## src/hw/rtl/bba_pkg.sv

```systemverilog
// bba_pkg: shared constants, codes and types of the bitmap block allocator
// no dependencies; used by bba_scan, bitmap_block_allocator, bba_checker and tb_top
package bba_pkg;

  // default geometry of the heap
  localparam int unsigned DEF_BLOCK_COUNT = 4096;
  localparam int unsigned DEF_SEARCH_STEP = 8;
  localparam int unsigned DEF_ALIGN_STEP  = 16;

  // request and result field widths
  localparam int unsigned OPCODE_W = 2;
  localparam int unsigned COUNT_W  = 13;
  localparam int unsigned FIRST_W  = 12;
  localparam int unsigned STATUS_W = 2;
  localparam int unsigned GRANT_W  = 12;

  // stream payload widths; the data widths are padded to whole bytes
  localparam int unsigned IN_DATA_W  = 32;
  localparam int unsigned IN_USER_W  = OPCODE_W;
  localparam int unsigned OUT_DATA_W = 16;

  // bitmap memory word: one bit per block
  localparam int unsigned MAP_W = 8;

  typedef enum logic [OPCODE_W-1:0] {
    OP_ALLOC       = 2'd0,
    OP_ALLOC_ALIGN = 2'd1,
    OP_RELEASE     = 2'd2,
    OP_RESERVE     = 2'd3
  } op_e;

  typedef enum logic [STATUS_W-1:0] {
    ST_OK    = 2'd0,
    ST_NOFIT = 2'd1,
    ST_BAD   = 2'd2
  } status_e;

  typedef enum logic [2:0] {
    S_CLEAR,
    S_IDLE,
    S_SCAN,
    S_EVAL,
    S_MARK_RD,
    S_MARK_WR,
    S_DONE
  } state_e;

  // control from the sequencer to the run scanner
  typedef struct packed {
    logic init;     // start a new search
    logic vld;      // a bitmap word is on word_i
    logic aligned;  // use the aligned candidate rule
  } scan_ctrl_t;

endpackage

```

## src/hw/rtl/bba_ram.sv

```systemverilog
// bba_ram: generic simple dual-port ram, one write and one registered read
// no dependencies
module bba_ram #(
  parameter int unsigned WIDTH = 8,
  parameter int unsigned DEPTH = 512,
  parameter int unsigned AW    = (DEPTH > 1) ? $clog2(DEPTH) : 1
) (
  input  logic             clk_i,
  input  logic             we_i,
  input  logic [AW-1:0]    waddr_i,
  input  logic [WIDTH-1:0] wdata_i,
  input  logic [AW-1:0]    raddr_i,
  output logic [WIDTH-1:0] rdata_o
);

  logic [WIDTH-1:0] mem_q [DEPTH];
  logic [WIDTH-1:0] rdata_q;

  // write port and registered read port
  always_ff @(posedge clk_i) begin
    if (we_i) begin
      mem_q[waddr_i] <= wdata_i;
    end
    rdata_q <= mem_q[raddr_i];
  end

  assign rdata_o = rdata_q;

endmodule

```

## src/hw/rtl/bba_scan.sv

```systemverilog
// bba_scan: free-run scanner, takes one bitmap word per beat from the top down
// depends on bba_pkg
module bba_scan #(
  parameter int unsigned BLOCK_COUNT = bba_pkg::DEF_BLOCK_COUNT,
  parameter int unsigned SEARCH_STEP = bba_pkg::DEF_SEARCH_STEP,
  parameter int unsigned ALIGN_STEP  = bba_pkg::DEF_ALIGN_STEP,
  parameter int unsigned ADDR_W      = $clog2((BLOCK_COUNT + bba_pkg::MAP_W - 1) / bba_pkg::MAP_W),
  parameter int unsigned CW          = ADDR_W + $clog2(bba_pkg::MAP_W) + 2
) (
  input  logic                                  clk_i,
  input  logic                                  rst_ni,
  input  bba_pkg::scan_ctrl_t                   ctrl_i,
  input  logic [ADDR_W-1:0]                     word_addr_i,
  input  logic [bba_pkg::MAP_W-1:0]             word_i,
  input  logic [CW-1:0]                         count_i,
  output logic                                  hit_o,
  output logic [ADDR_W+$clog2(bba_pkg::MAP_W)-1:0] found_o
);
  import bba_pkg::*;

  localparam int unsigned WORDS = (BLOCK_COUNT + MAP_W - 1) / MAP_W;
  localparam int unsigned SEL_W = $clog2(MAP_W);
  localparam int unsigned BIT_W = ADDR_W + SEL_W;
  localparam int unsigned SPH_W = (SEARCH_STEP > 1) ? $clog2(SEARCH_STEP) : 1;
  localparam int unsigned APH_W = (ALIGN_STEP > 1) ? $clog2(ALIGN_STEP) : 1;
  localparam int unsigned TOP   = WORDS * MAP_W - 1;
  localparam int unsigned SPH0  = TOP % SEARCH_STEP;
  localparam int unsigned APH0  = (TOP + 1) % ALIGN_STEP;

  logic [CW-1:0]    run_q, run_d;
  logic [SPH_W-1:0] sph_q, sph_d;   // block index mod SEARCH_STEP
  logic [APH_W-1:0] aph_q, aph_d;   // (block index + 1) mod ALIGN_STEP
  logic             hit_q, hit_d;
  logic [BIT_W-1:0] found_q, found_d;

  // walk the eight bits of the word from high to low, tracking the free run above
  always_comb begin
    logic [BIT_W-1:0] g;
    logic             used;
    logic             cand;
    run_d   = run_q;
    sph_d   = sph_q;
    aph_d   = aph_q;
    hit_d   = hit_q;
    found_d = found_q;
    for (int j = MAP_W - 1; j >= 0; j--) begin
      g     = {word_addr_i, SEL_W'(j)};
      used  = word_i[j] || (CW'(g) >= CW'(BLOCK_COUNT));
      run_d = used ? '0 : run_d + CW'(1);
      cand  = ctrl_i.aligned ? (aph_d == '0) : (sph_d == '0);
      if (cand && (run_d >= count_i)) begin
        hit_d   = 1'b1;
        found_d = g;
      end
      sph_d = (sph_d == '0) ? SPH_W'(SEARCH_STEP - 1) : sph_d - SPH_W'(1);
      aph_d = (aph_d == '0) ? APH_W'(ALIGN_STEP - 1) : aph_d - APH_W'(1);
    end
  end

  // scan state
  always_ff @(posedge clk_i or negedge rst_ni) begin
    if (!rst_ni) begin
      run_q   <= '0;
      sph_q   <= SPH_W'(SPH0);
      aph_q   <= APH_W'(APH0);
      hit_q   <= 1'b0;
      found_q <= '0;
    end else if (ctrl_i.init) begin
      run_q   <= '0;
      sph_q   <= SPH_W'(SPH0);
      aph_q   <= APH_W'(APH0);
      hit_q   <= 1'b0;
      found_q <= '0;
    end else if (ctrl_i.vld) begin
      run_q   <= run_d;
      sph_q   <= sph_d;
      aph_q   <= aph_d;
      hit_q   <= hit_d;
      found_q <= found_d;
    end
  end

  assign hit_o   = hit_q;
  assign found_o = found_q;

endmodule

```

## src/hw/rtl/bitmap_block_allocator.sv

```systemverilog
// Bitmap block allocator: one used/free bit per heap block, held in a
// BLOCK_COUNT/8 x 8 ram. After reset a clearing pass writes the ram to all free,
// one word a cycle, and no request is taken until it ends. Each request is one
// beat and gives one result beat. Allocate (first fit on SEARCH_STEP boundaries)
// and aligned allocate (starts at ALIGN_STEP*k-1) always read the whole bitmap
// through one scanner, one word a cycle, then read and write back each bitmap
// word that the granted run touches. Release and reserve read and write back
// each word that they touch. Rejected requests go straight to the result.
// A new request is taken while the previous result still waits.
// depends on bba_pkg, bba_ram, bba_scan
module bitmap_block_allocator #(
  parameter int unsigned BLOCK_COUNT = bba_pkg::DEF_BLOCK_COUNT,
  parameter int unsigned SEARCH_STEP = bba_pkg::DEF_SEARCH_STEP,
  parameter int unsigned ALIGN_STEP  = bba_pkg::DEF_ALIGN_STEP
) (
  input  logic                           clk_i,
  input  logic                           rst_ni,
  // request: block_count [12:0], first_block [24:13], zero pad
  input  logic [bba_pkg::IN_DATA_W-1:0]  s_axis_tdata_i,
  // request: opcode [1:0]
  input  logic [bba_pkg::IN_USER_W-1:0]  s_axis_tuser_i,
  input  logic                           s_axis_tvalid_i,
  output logic                           s_axis_tready_o,
  // result: status [1:0], granted_block [13:2], zero pad
  output logic [bba_pkg::OUT_DATA_W-1:0] m_axis_tdata_o,
  output logic                           m_axis_tvalid_o,
  input  logic                           m_axis_tready_i
);
  import bba_pkg::*;

  localparam int unsigned WORDS  = (BLOCK_COUNT + MAP_W - 1) / MAP_W;
  localparam int unsigned ADDR_W = $clog2(WORDS);
  localparam int unsigned SEL_W  = $clog2(MAP_W);
  localparam int unsigned BIT_W  = ADDR_W + SEL_W;
  localparam int unsigned CW     = (BIT_W + 2 > COUNT_W + 1) ? BIT_W + 2 : COUNT_W + 1;

  state_e            state_q, state_d;
  logic [ADDR_W-1:0] addr_q, addr_d;
  logic              issue_q, issue_d;
  logic              vld_q, vld_d;
  logic [ADDR_W-1:0] paddr_q, paddr_d;
  op_e               op_q, op_d;
  logic [CW-1:0]     cnt_q, cnt_d;
  logic [CW-1:0]     start_q, start_d;
  logic [CW-1:0]     end_q, end_d;
  status_e           status_q, status_d;
  logic [GRANT_W-1:0] grant_q, grant_d;
  logic              m_valid_q;
  logic [OUT_DATA_W-1:0] m_data_q;
  logic              out_load;

  logic              in_acc;
  op_e               op_in;
  logic [CW-1:0]     cnt_in;
  logic [CW-1:0]     first_in;
  logic [CW-1:0]     end_in;
  logic              bad_len;

  logic              ram_we;
  logic [MAP_W-1:0]  ram_wdata;
  logic [MAP_W-1:0]  ram_rdata;
  logic [MAP_W-1:0]  mark_mask;
  logic [CW-1:0]     end_m1;
  logic [ADDR_W-1:0] last_w;

  scan_ctrl_t        scan_ctrl;
  logic              scan_hit;
  logic [BIT_W-1:0]  scan_found;

  // request fields
  assign in_acc   = s_axis_tvalid_i && s_axis_tready_o;
  assign op_in    = op_e'(s_axis_tuser_i[OPCODE_W-1:0]);
  assign cnt_in   = CW'(s_axis_tdata_i[COUNT_W-1:0]);
  assign first_in = CW'(s_axis_tdata_i[COUNT_W +: FIRST_W]);
  assign end_in   = first_in + cnt_in;
  assign bad_len  = (cnt_in == '0) || (cnt_in > CW'(BLOCK_COUNT));

  assign s_axis_tready_o = (state_q == S_IDLE);

  // bits of the current word that fall inside the run being marked
  always_comb begin
    for (int j = 0; j < MAP_W; j++) begin
      mark_mask[j] = (CW'({addr_q, SEL_W'(j)}) >= start_q) &&
                     (CW'({addr_q, SEL_W'(j)}) < end_q);
    end
  end

  assign end_m1 = end_q - CW'(1);
  assign last_w = end_m1[BIT_W-1:SEL_W];

  // sequencer
  always_comb begin
    state_d   = state_q;
    addr_d    = addr_q;
    issue_d   = 1'b0;
    vld_d     = 1'b0;
    paddr_d   = paddr_q;
    op_d      = op_q;
    cnt_d     = cnt_q;
    start_d   = start_q;
    end_d     = end_q;
    status_d  = status_q;
    grant_d   = grant_q;
    ram_we    = 1'b0;
    ram_wdata = '0;
    scan_ctrl = '{init: 1'b0, vld: 1'b0, aligned: (op_q == OP_ALLOC_ALIGN)};
    out_load  = 1'b0;

    case (state_q)
      S_CLEAR: begin
        ram_we = 1'b1;
        if (addr_q == ADDR_W'(WORDS - 1)) begin
          state_d = S_IDLE;
        end else begin
          addr_d = addr_q + ADDR_W'(1);
        end
      end

      S_IDLE: begin
        if (in_acc) begin
          op_d     = op_in;
          cnt_d    = cnt_in;
          grant_d  = '0;
          status_d = ST_OK;
          if (bad_len) begin
            status_d = ST_BAD;
            state_d  = S_DONE;
          end else if (op_in inside {OP_ALLOC, OP_ALLOC_ALIGN}) begin
            scan_ctrl.init = 1'b1;
            addr_d         = ADDR_W'(WORDS - 1);
            issue_d        = 1'b1;
            state_d        = S_SCAN;
          end else if (end_in > CW'(BLOCK_COUNT)) begin
            status_d = ST_BAD;
            state_d  = S_DONE;
          end else begin
            start_d = first_in;
            end_d   = end_in;
            addr_d  = first_in[BIT_W-1:SEL_W];
            state_d = S_MARK_RD;
          end
        end
      end

      // read words top down; the scanner takes each word in the cycle after its read
      S_SCAN: begin
        scan_ctrl.vld = vld_q;
        if (issue_q) begin
          vld_d   = 1'b1;
          paddr_d = addr_q;
          if (addr_q != '0) begin
            issue_d = 1'b1;
            addr_d  = addr_q - ADDR_W'(1);
          end
        end
        if (vld_q && (paddr_q == '0)) begin
          state_d = S_EVAL;
        end
      end

      S_EVAL: begin
        if (scan_hit) begin
          start_d = CW'(scan_found);
          end_d   = CW'(scan_found) + cnt_q;
          grant_d = GRANT_W'(scan_found);
          addr_d  = scan_found[BIT_W-1:SEL_W];
          state_d = S_MARK_RD;
        end else begin
          status_d = ST_NOFIT;
          state_d  = S_DONE;
        end
      end

      S_MARK_RD: begin
        state_d = S_MARK_WR;
      end

      // read-modify-write of one bitmap word
      S_MARK_WR: begin
        ram_we    = 1'b1;
        ram_wdata = (op_q == OP_RELEASE) ? (ram_rdata & ~mark_mask)
                                         : (ram_rdata | mark_mask);
        if (addr_q == last_w) begin
          state_d = S_DONE;
        end else begin
          addr_d  = addr_q + ADDR_W'(1);
          state_d = S_MARK_RD;
        end
      end

      S_DONE: begin
        if (!m_valid_q || m_axis_tready_i) begin
          out_load = 1'b1;
          state_d  = S_IDLE;
        end
      end

      default: begin
        state_d = S_IDLE;
      end
    endcase
  end

  // control registers
  always_ff @(posedge clk_i or negedge rst_ni) begin
    if (!rst_ni) begin
      state_q   <= S_CLEAR;
      addr_q    <= '0;
      issue_q   <= 1'b0;
      vld_q     <= 1'b0;
      m_valid_q <= 1'b0;
    end else begin
      state_q <= state_d;
      addr_q  <= addr_d;
      issue_q <= issue_d;
      vld_q   <= vld_d;
      if (out_load) begin
        m_valid_q <= 1'b1;
      end else if (m_axis_tready_i) begin
        m_valid_q <= 1'b0;
      end
    end
  end

  // request and result payload
  always_ff @(posedge clk_i) begin
    paddr_q  <= paddr_d;
    op_q     <= op_d;
    cnt_q    <= cnt_d;
    start_q  <= start_d;
    end_q    <= end_d;
    status_q <= status_d;
    grant_q  <= grant_d;
    if (out_load) begin
      m_data_q <= OUT_DATA_W'({grant_q, status_q});
    end
  end

  assign m_axis_tvalid_o = m_valid_q;
  assign m_axis_tdata_o  = m_data_q;

  // bitmap storage
  bba_ram #(
    .WIDTH (MAP_W),
    .DEPTH (WORDS),
    .AW    (ADDR_W)
  ) u_map (
    .clk_i   (clk_i),
    .we_i    (ram_we),
    .waddr_i (addr_q),
    .wdata_i (ram_wdata),
    .raddr_i (addr_q),
    .rdata_o (ram_rdata)
  );

  // shared run scanner
  bba_scan #(
    .BLOCK_COUNT (BLOCK_COUNT),
    .SEARCH_STEP (SEARCH_STEP),
    .ALIGN_STEP  (ALIGN_STEP),
    .ADDR_W      (ADDR_W),
    .CW          (CW)
  ) u_scan (
    .clk_i       (clk_i),
    .rst_ni      (rst_ni),
    .ctrl_i      (scan_ctrl),
    .word_addr_i (paddr_q),
    .word_i      (ram_rdata),
    .count_i     (cnt_q),
    .hit_o       (scan_hit),
    .found_o     (scan_found)
  );

endmodule

```

## config.mk

```make
export PLATFORM = sky130hd
export DESIGN_NAME = bitmap_block_allocator
export DESIGN_NICKNAME = d
export VERILOG_FILES = /design/src/hw/rtl/bba_pkg.sv /design/src/hw/rtl/bba_ram.sv /design/src/hw/rtl/bba_scan.sv /design/src/hw/rtl/bitmap_block_allocator.sv
export SDC_FILE = /design/constraint.sdc
export NUM_CORES = 2
export LEC_CHECK = 0
export BUFFER_PORTS_ARGS = -buffer_cell sky130_fd_sc_hd__buf_2
export CAP_MARGIN = 20
export CORE_UTILIZATION = 34
export CTS_CLUSTER_DIAMETER = 40
export DETAILED_ROUTE_END_ITERATION = 12
export GPL_ROUTABILITY_DRIVEN = 0
export PLACE_DENSITY_LB_ADDON = 0.2
export SYNTH_ARGS = -nofsm -noshare
export SYNTH_HDL_FRONTEND = slang
export SYNTH_SLANG_ARGS = --single-unit
```

## constraint.sdc

```tcl
create_clock -name clk_i -period 32.1 [get_ports clk_i]
set_input_delay 6.42 -clock clk_i [delete_from_list [all_inputs] [get_ports clk_i]]
set_output_delay 6.42 -clock clk_i [all_outputs]
set_load 0.005 [all_outputs]
```

==> impl_metrics.prom <==
# TYPE chip_impl_metric gauge
chip_impl_metric{name="cts_repair_resize_count",unit=""} 0
chip_impl_info{name="crit_path_cell_trace",value="buf_2, ha_1, inv_1, fa_1, nor2b_1, o21ai_0, a21boi_0, o21ai_0, a21boi_0, nor2_1, or4_1, or4_1, o31ai_1, nand2_1, a311o_1, nor3_1, a21oi_1"} 1
chip_impl_info{name="hold_end",value="m_axis_tdata_o[3]"} 1
chip_impl_metric{name="final.period_utilization",unit=""} 0.3031
chip_impl_metric{name="cts.htree.levels",unit=""} 6
chip_impl_metric{name="power_leakage",unit="nW"} 59.57
chip_impl_metric{name="hold_viol_final",unit=""} 0
chip_impl_metric{name="drc_viols",unit=""} 0
chip_impl_metric{name="netSwitchingFraction",unit=""} 0.3164
chip_impl_metric{name="seq_power_share",unit=""} 0.356
chip_impl_metric{name="std_cell_rows",unit=""} 260
chip_impl_metric{name="detailroute.via_count",unit=""} 84510
chip_impl_metric{name="fin_tns_setup",unit="ps"} 0
chip_impl_metric{name="wire_per_inst",unit="um"} 29.56
chip_impl_metric{name="floorplan.core_area",unit="sq um"} 502300
chip_impl_metric{name="first_global_vias",unit=""} 87320
chip_impl_metric{name="layout-drive-gt1-share",unit=""} 0.2830
chip_impl_metric{name="delay_of_the_slowest_cell_on_the_worst_path",unit="ps"} 630
chip_impl_metric{name="synth.cell_area",unit="sq um"} 171800
chip_impl_metric{name="max_slew.worst_pin.slew",unit="ps"} 1308
chip_impl_info{name="tritoncts_clock_tree",value="done"} 1
chip_impl_metric{name="drt-initial-drc-count",unit=""} 8244
chip_impl_metric{name="required",unit="ps"} 32980
chip_impl_metric{name="clock_power_share",unit=""} 0.358
chip_impl_info{name="timing.hold.worst.start",value="grant_q[1]"} 1
chip_impl_info{name="clock_tree.root_cell",value="clkbuf_16"} 1
chip_impl_metric{name="die_area",unit="sq um"} 508100
chip_impl_metric{name="critPathMaxFanout",unit=""} 15
chip_impl_metric{name="skew_final",unit="ps"} 65.05
chip_impl_metric{name="synth_async_sr_flop_share",unit=""} 0.01158
chip_impl_metric{name="die_width",unit="um"} 712.8
chip_impl_metric{name="synth-seq-area-share",unit=""} 0.7378
chip_impl_metric{name="dr.pass1.iters",unit=""} 6
chip_impl_metric{name="port_buffers",unit=""} 46
chip_impl_metric{name="cts_hold_repair.buffers",unit=""} 0
chip_impl_metric{name="filler_cell_count",unit=""} 44460
chip_impl_metric{name="ant_nets",unit=""} 0
chip_impl_metric{name="timing_max_transition_violations_final",unit=""} 0
chip_impl_info{name="timing.critical_path.to_type",value="register"} 1
chip_impl_metric{name="max_slew_margin",unit=""} 0.1281
chip_impl_metric{name="hpwlAfterDp",unit="um"} 274100
chip_impl_info{name="run_status",value="finished clean"} 1
chip_impl_metric{name="total_power",unit="W"} 0.01774
chip_impl_metric{name="worst_r2r_path_depth",unit=""} 28
chip_impl_metric{name="clock.fmax",unit="MHz"} 102.8
chip_impl_metric{name="finalCriticalPeriod",unit="ps"} 9728
chip_impl_metric{name="cellPowerDensity",unit="nW/um^2"} 88.90
chip_impl_metric{name="first_pass_grt_wire_length",unit="um"} 660700
chip_impl_metric{name="number_of_instances_in_the_placed_design",unit=""} 14660
chip_impl_info{name="startpoint_of_the_worst_slack_reg_to_reg_timing_path",value="u_scan.run_q[0]"} 1
chip_impl_metric{name="initial_utilization",unit=""} 0.3420
chip_impl_metric{name="cts-buffers-inserted",unit=""} 567
chip_impl_info{name="rr_endpoint",value="u_scan.found_o[10]"} 1
chip_impl_metric{name="post-cts-setup-buffers",unit=""} 0
chip_impl_metric{name="final_nets",unit=""} 8776
chip_impl_metric{name="r2r_setup_slack",unit="ps"} 23630
chip_impl_info{name="postSynth.topFlopCell",value="edfxtp_1"} 1
chip_impl_metric{name="timing.critical_path.arrival",unit="ps"} 10610
chip_impl_info{name="min-delay-path-class",value="reg -> reg"} 1
chip_impl_metric{name="clk_pin_slew_worst_paths",unit="ps"} 60
chip_impl_metric{name="vdd_ir_drop_max",unit="mV"} 0.06195
chip_impl_metric{name="grt_antenna_before_repair",unit=""} 25
chip_impl_metric{name="layout.cells.non_filler",unit=""} 15710
chip_impl_metric{name="chipHeight",unit="um"} 712.8
chip_impl_metric{name="post_synth_inst_count",unit=""} 8248
chip_impl_metric{name="finalSetupViolations",unit=""} 0
chip_impl_metric{name="grt_remaining_overflow",unit=""} 0
chip_impl_metric{name="power.share.combinational",unit=""} 0.286
chip_impl_metric{name="clock_tree.buffer_depth",unit=""} 4
chip_impl_info{name="timing.setup.critical_path_class",value="in -> reg"} 1
chip_impl_metric{name="p_switching",unit="W"} 0.005613
chip_impl_metric{name="synthesis.yosys.warnings",unit=""} 0
chip_impl_info{name="cp_max_delay_cell",value="a311o_1"} 1
chip_impl_metric{name="area.growth.synth_to_final",unit="%"} 16.18
chip_impl_metric{name="vias_per_cell",unit=""} 5.378
chip_impl_metric{name="clk-insertion-delay-late",unit="ps"} 1070
chip_impl_metric{name="cts_sinks",unit=""} 4231
chip_impl_metric{name="post_synth_edffs",unit=""} 4174
chip_impl_metric{name="routed_wl",unit="um"} 464500
chip_impl_metric{name="yosys_register_bits",unit=""} 4231
chip_impl_metric{name="pin_count",unit=""} 56
chip_impl_metric{name="grt_max_degree",unit=""} 209
chip_impl_metric{name="internal_power",unit="W"} 0.01213
chip_impl_info{name="startpoint_type",value="input port"} 1
chip_impl_info{name="rsz0062_at_grt",value="no"} 1
chip_impl_metric{name="synth_cell_type_count",unit=""} 107
chip_impl_metric{name="cap_viol_max_count",unit=""} 0
chip_impl_metric{name="holdPathStages",unit=""} 0
chip_impl_metric{name="grtUsageTotal",unit=""} 0.1798
chip_impl_metric{name="syn-mean-instance-area",unit="sq um"} 20.83
cell usage after synthesis (all sizes together), types with 25 or more instances:
cell	n	area, sq um
a21o	68	510.5
a21oi	129	653.1
and3	32	210.2
buf	135	555.5
clkbuf	334	1255
dfrtp	46	1151
edfxtp	4174	125300
ha	180	2252
inv	107	404.1
mux2i	30	332.8
mux4	1325	29840
nand2	216	810.8
nand2b	31	193.9
nand3	79	395.4
nand4	27	175.2
nor2	668	2507
nor2b	37	231.5
nor3	48	251.5
o211ai	25	192.7
o21ai	111	555.5
xnor2	74	663.1
xor2	36	349.1
area by class of cell:
| class | count | area, sq um | share of cell area |
|---|---|---|---|
| Multi-Input combinational cell | 3441 | 43080 | 0.2159 |
| Inverter | 108 | 412.9 | 0.002069 |
| Sequential cell | 4231 | 126800 | 0.6351 |
| Clock inverter | 394 | 4484 | 0.02247 |
| Antenna cell | 13 | 32.53 | 0.0001630 |
| Clock buffer | 639 | 14730 | 0.07383 |
| Timing Repair Buffer | 206 | 1714 | 0.008589 |
| Tap cell | 6681 | 8359 | 0.04189 |
state kept, by name, summed over array words and instances, names as in the netlist, 2 cells and up:
name / count
addr_q: 9
cnt_q: 13
end_q: 14
grant_q: 12
m_axis_tdata_o: 14
op_q: 2
paddr_q: 9
start_q: 12
state_q: 3
status_q: 2
u_map.mem_q: 4096
u_map.rdata_o: 8
u_scan.aph_q: 4
u_scan.found_o: 12
u_scan.run_q: 14
u_scan.sph_q: 3
per-layer routing:
| metal | wire, um | vias to the layer above | global-route usage |
|---|---|---|---|
| met2 | 224400 | 2805 | 0.2922 |
| met5 | 0 | - | 0 |
| li1 | - | 35130 | - |
| met3 | 28840 | 650 | 0.03102 |
| met1 | 199200 | 45920 | 0.2515 |
| met4 | 12060 | 0 | 0.04713 |
cell families (layout without fill, tap and decap cells):
family	count (synthesis)	in the layout	synth area share
multiplexers	1370	1370	0.1766
XOR/XNOR	111	111	0.006031
other	1	15	0.00002183
buffers and inverters	577	1347	0.01291
AND/OR/NAND/NOR	1256	1256	0.03308
flip-flops	4231	4231	0.7378
AO/OA/AOI/OAI	519	519	0.02006
adder cells (fa/ha/maj)	183	183	0.01346
cells in the final DEF (no fill, tap or decap), types with 16 or more instances in the layout:
master and n:
nor2b_1 36, nand3_1 75, nor4_1 20, inv_6 65, or3_1 16, clkinvlp_4 43
a21o_1 68, a21oi_1 127, o31ai_1 16, nand2b_1 31, dfrtp_1 39, edfxtp_1 4174
o211ai_1 24, nand4_1 26, buf_12 20, clkinv_4 38, xor2_1 33, clkinv_1 63
nor2_1 659, clkbuf_16 579, a22oi_1 16, and3_1 30, bufinv_16 66, clkbuf_1 58
mux2i_1 26, buf_2 48, o21ai_0 105, nor3_1 42, buf_4 135, nand2_1 204
mux4_2 1325, a22o_1 21, a31oi_1 20, clkinv_2 82, inv_1 104, ha_1 180
xnor2_1 72
power groups by stage:
stage | registers (W) | logic [W] | clock network, W
2_1_floorplan | 0.00643 | 0.00323 | 0
3_3_place_gp | 0.00642 | 0.00515 | 0
3_5_place_dp | 0.00643 | 0.00517 | 0
4_1_cts | 0.00632 | 0.00518 | 0.00647
5_1_grt | 0.00632 | 0.00536 | 0.00668
6_report | 0.00632 | 0.00507 | 0.00636
worst max-delay path: cells and delay by family:
kind            cells  cell delay, ps
buf+inv             2             160
compound gates      7            1740
simple gates        6            1710
fa+ha+maj           2             560
worst max-delay path by stage:
stage / start / slack (ps) / end
global route: s_axis_tdata_i[0] / 22220 / addr_q[0]
floorplan: addr_q[0] / 3740 / u_map.mem_q[0][7]
detailed placement: s_axis_tdata_i[0] / 21370 / addr_q[0]
CTS: s_axis_tdata_i[0] / 22500 / addr_q[0]
global placement: s_axis_tdata_i[0] / 21230 / addr_q[8]
finish: s_axis_tdata_i[0] / 22370 / addr_q[0]
metrics by stage:
step | hold slack (ps) | area [sq um] | worst slack (ps) | utilization
floorplan | 400.3 | 171800 | 3742 | -
CTS | 416.8 | 199500 | 22500 | 0.3971
global placement | 409.4 | 180200 | 21230 | 0.3588
global route | 425.0 | 199500 | 22220 | 0.3973
detailed placement | 405.7 | 180200 | 21370 | 0.3588
finish | 416.1 | 199600 | 22370 | 0.3973
Note: power is estimated with default switching activity, not from simulation.
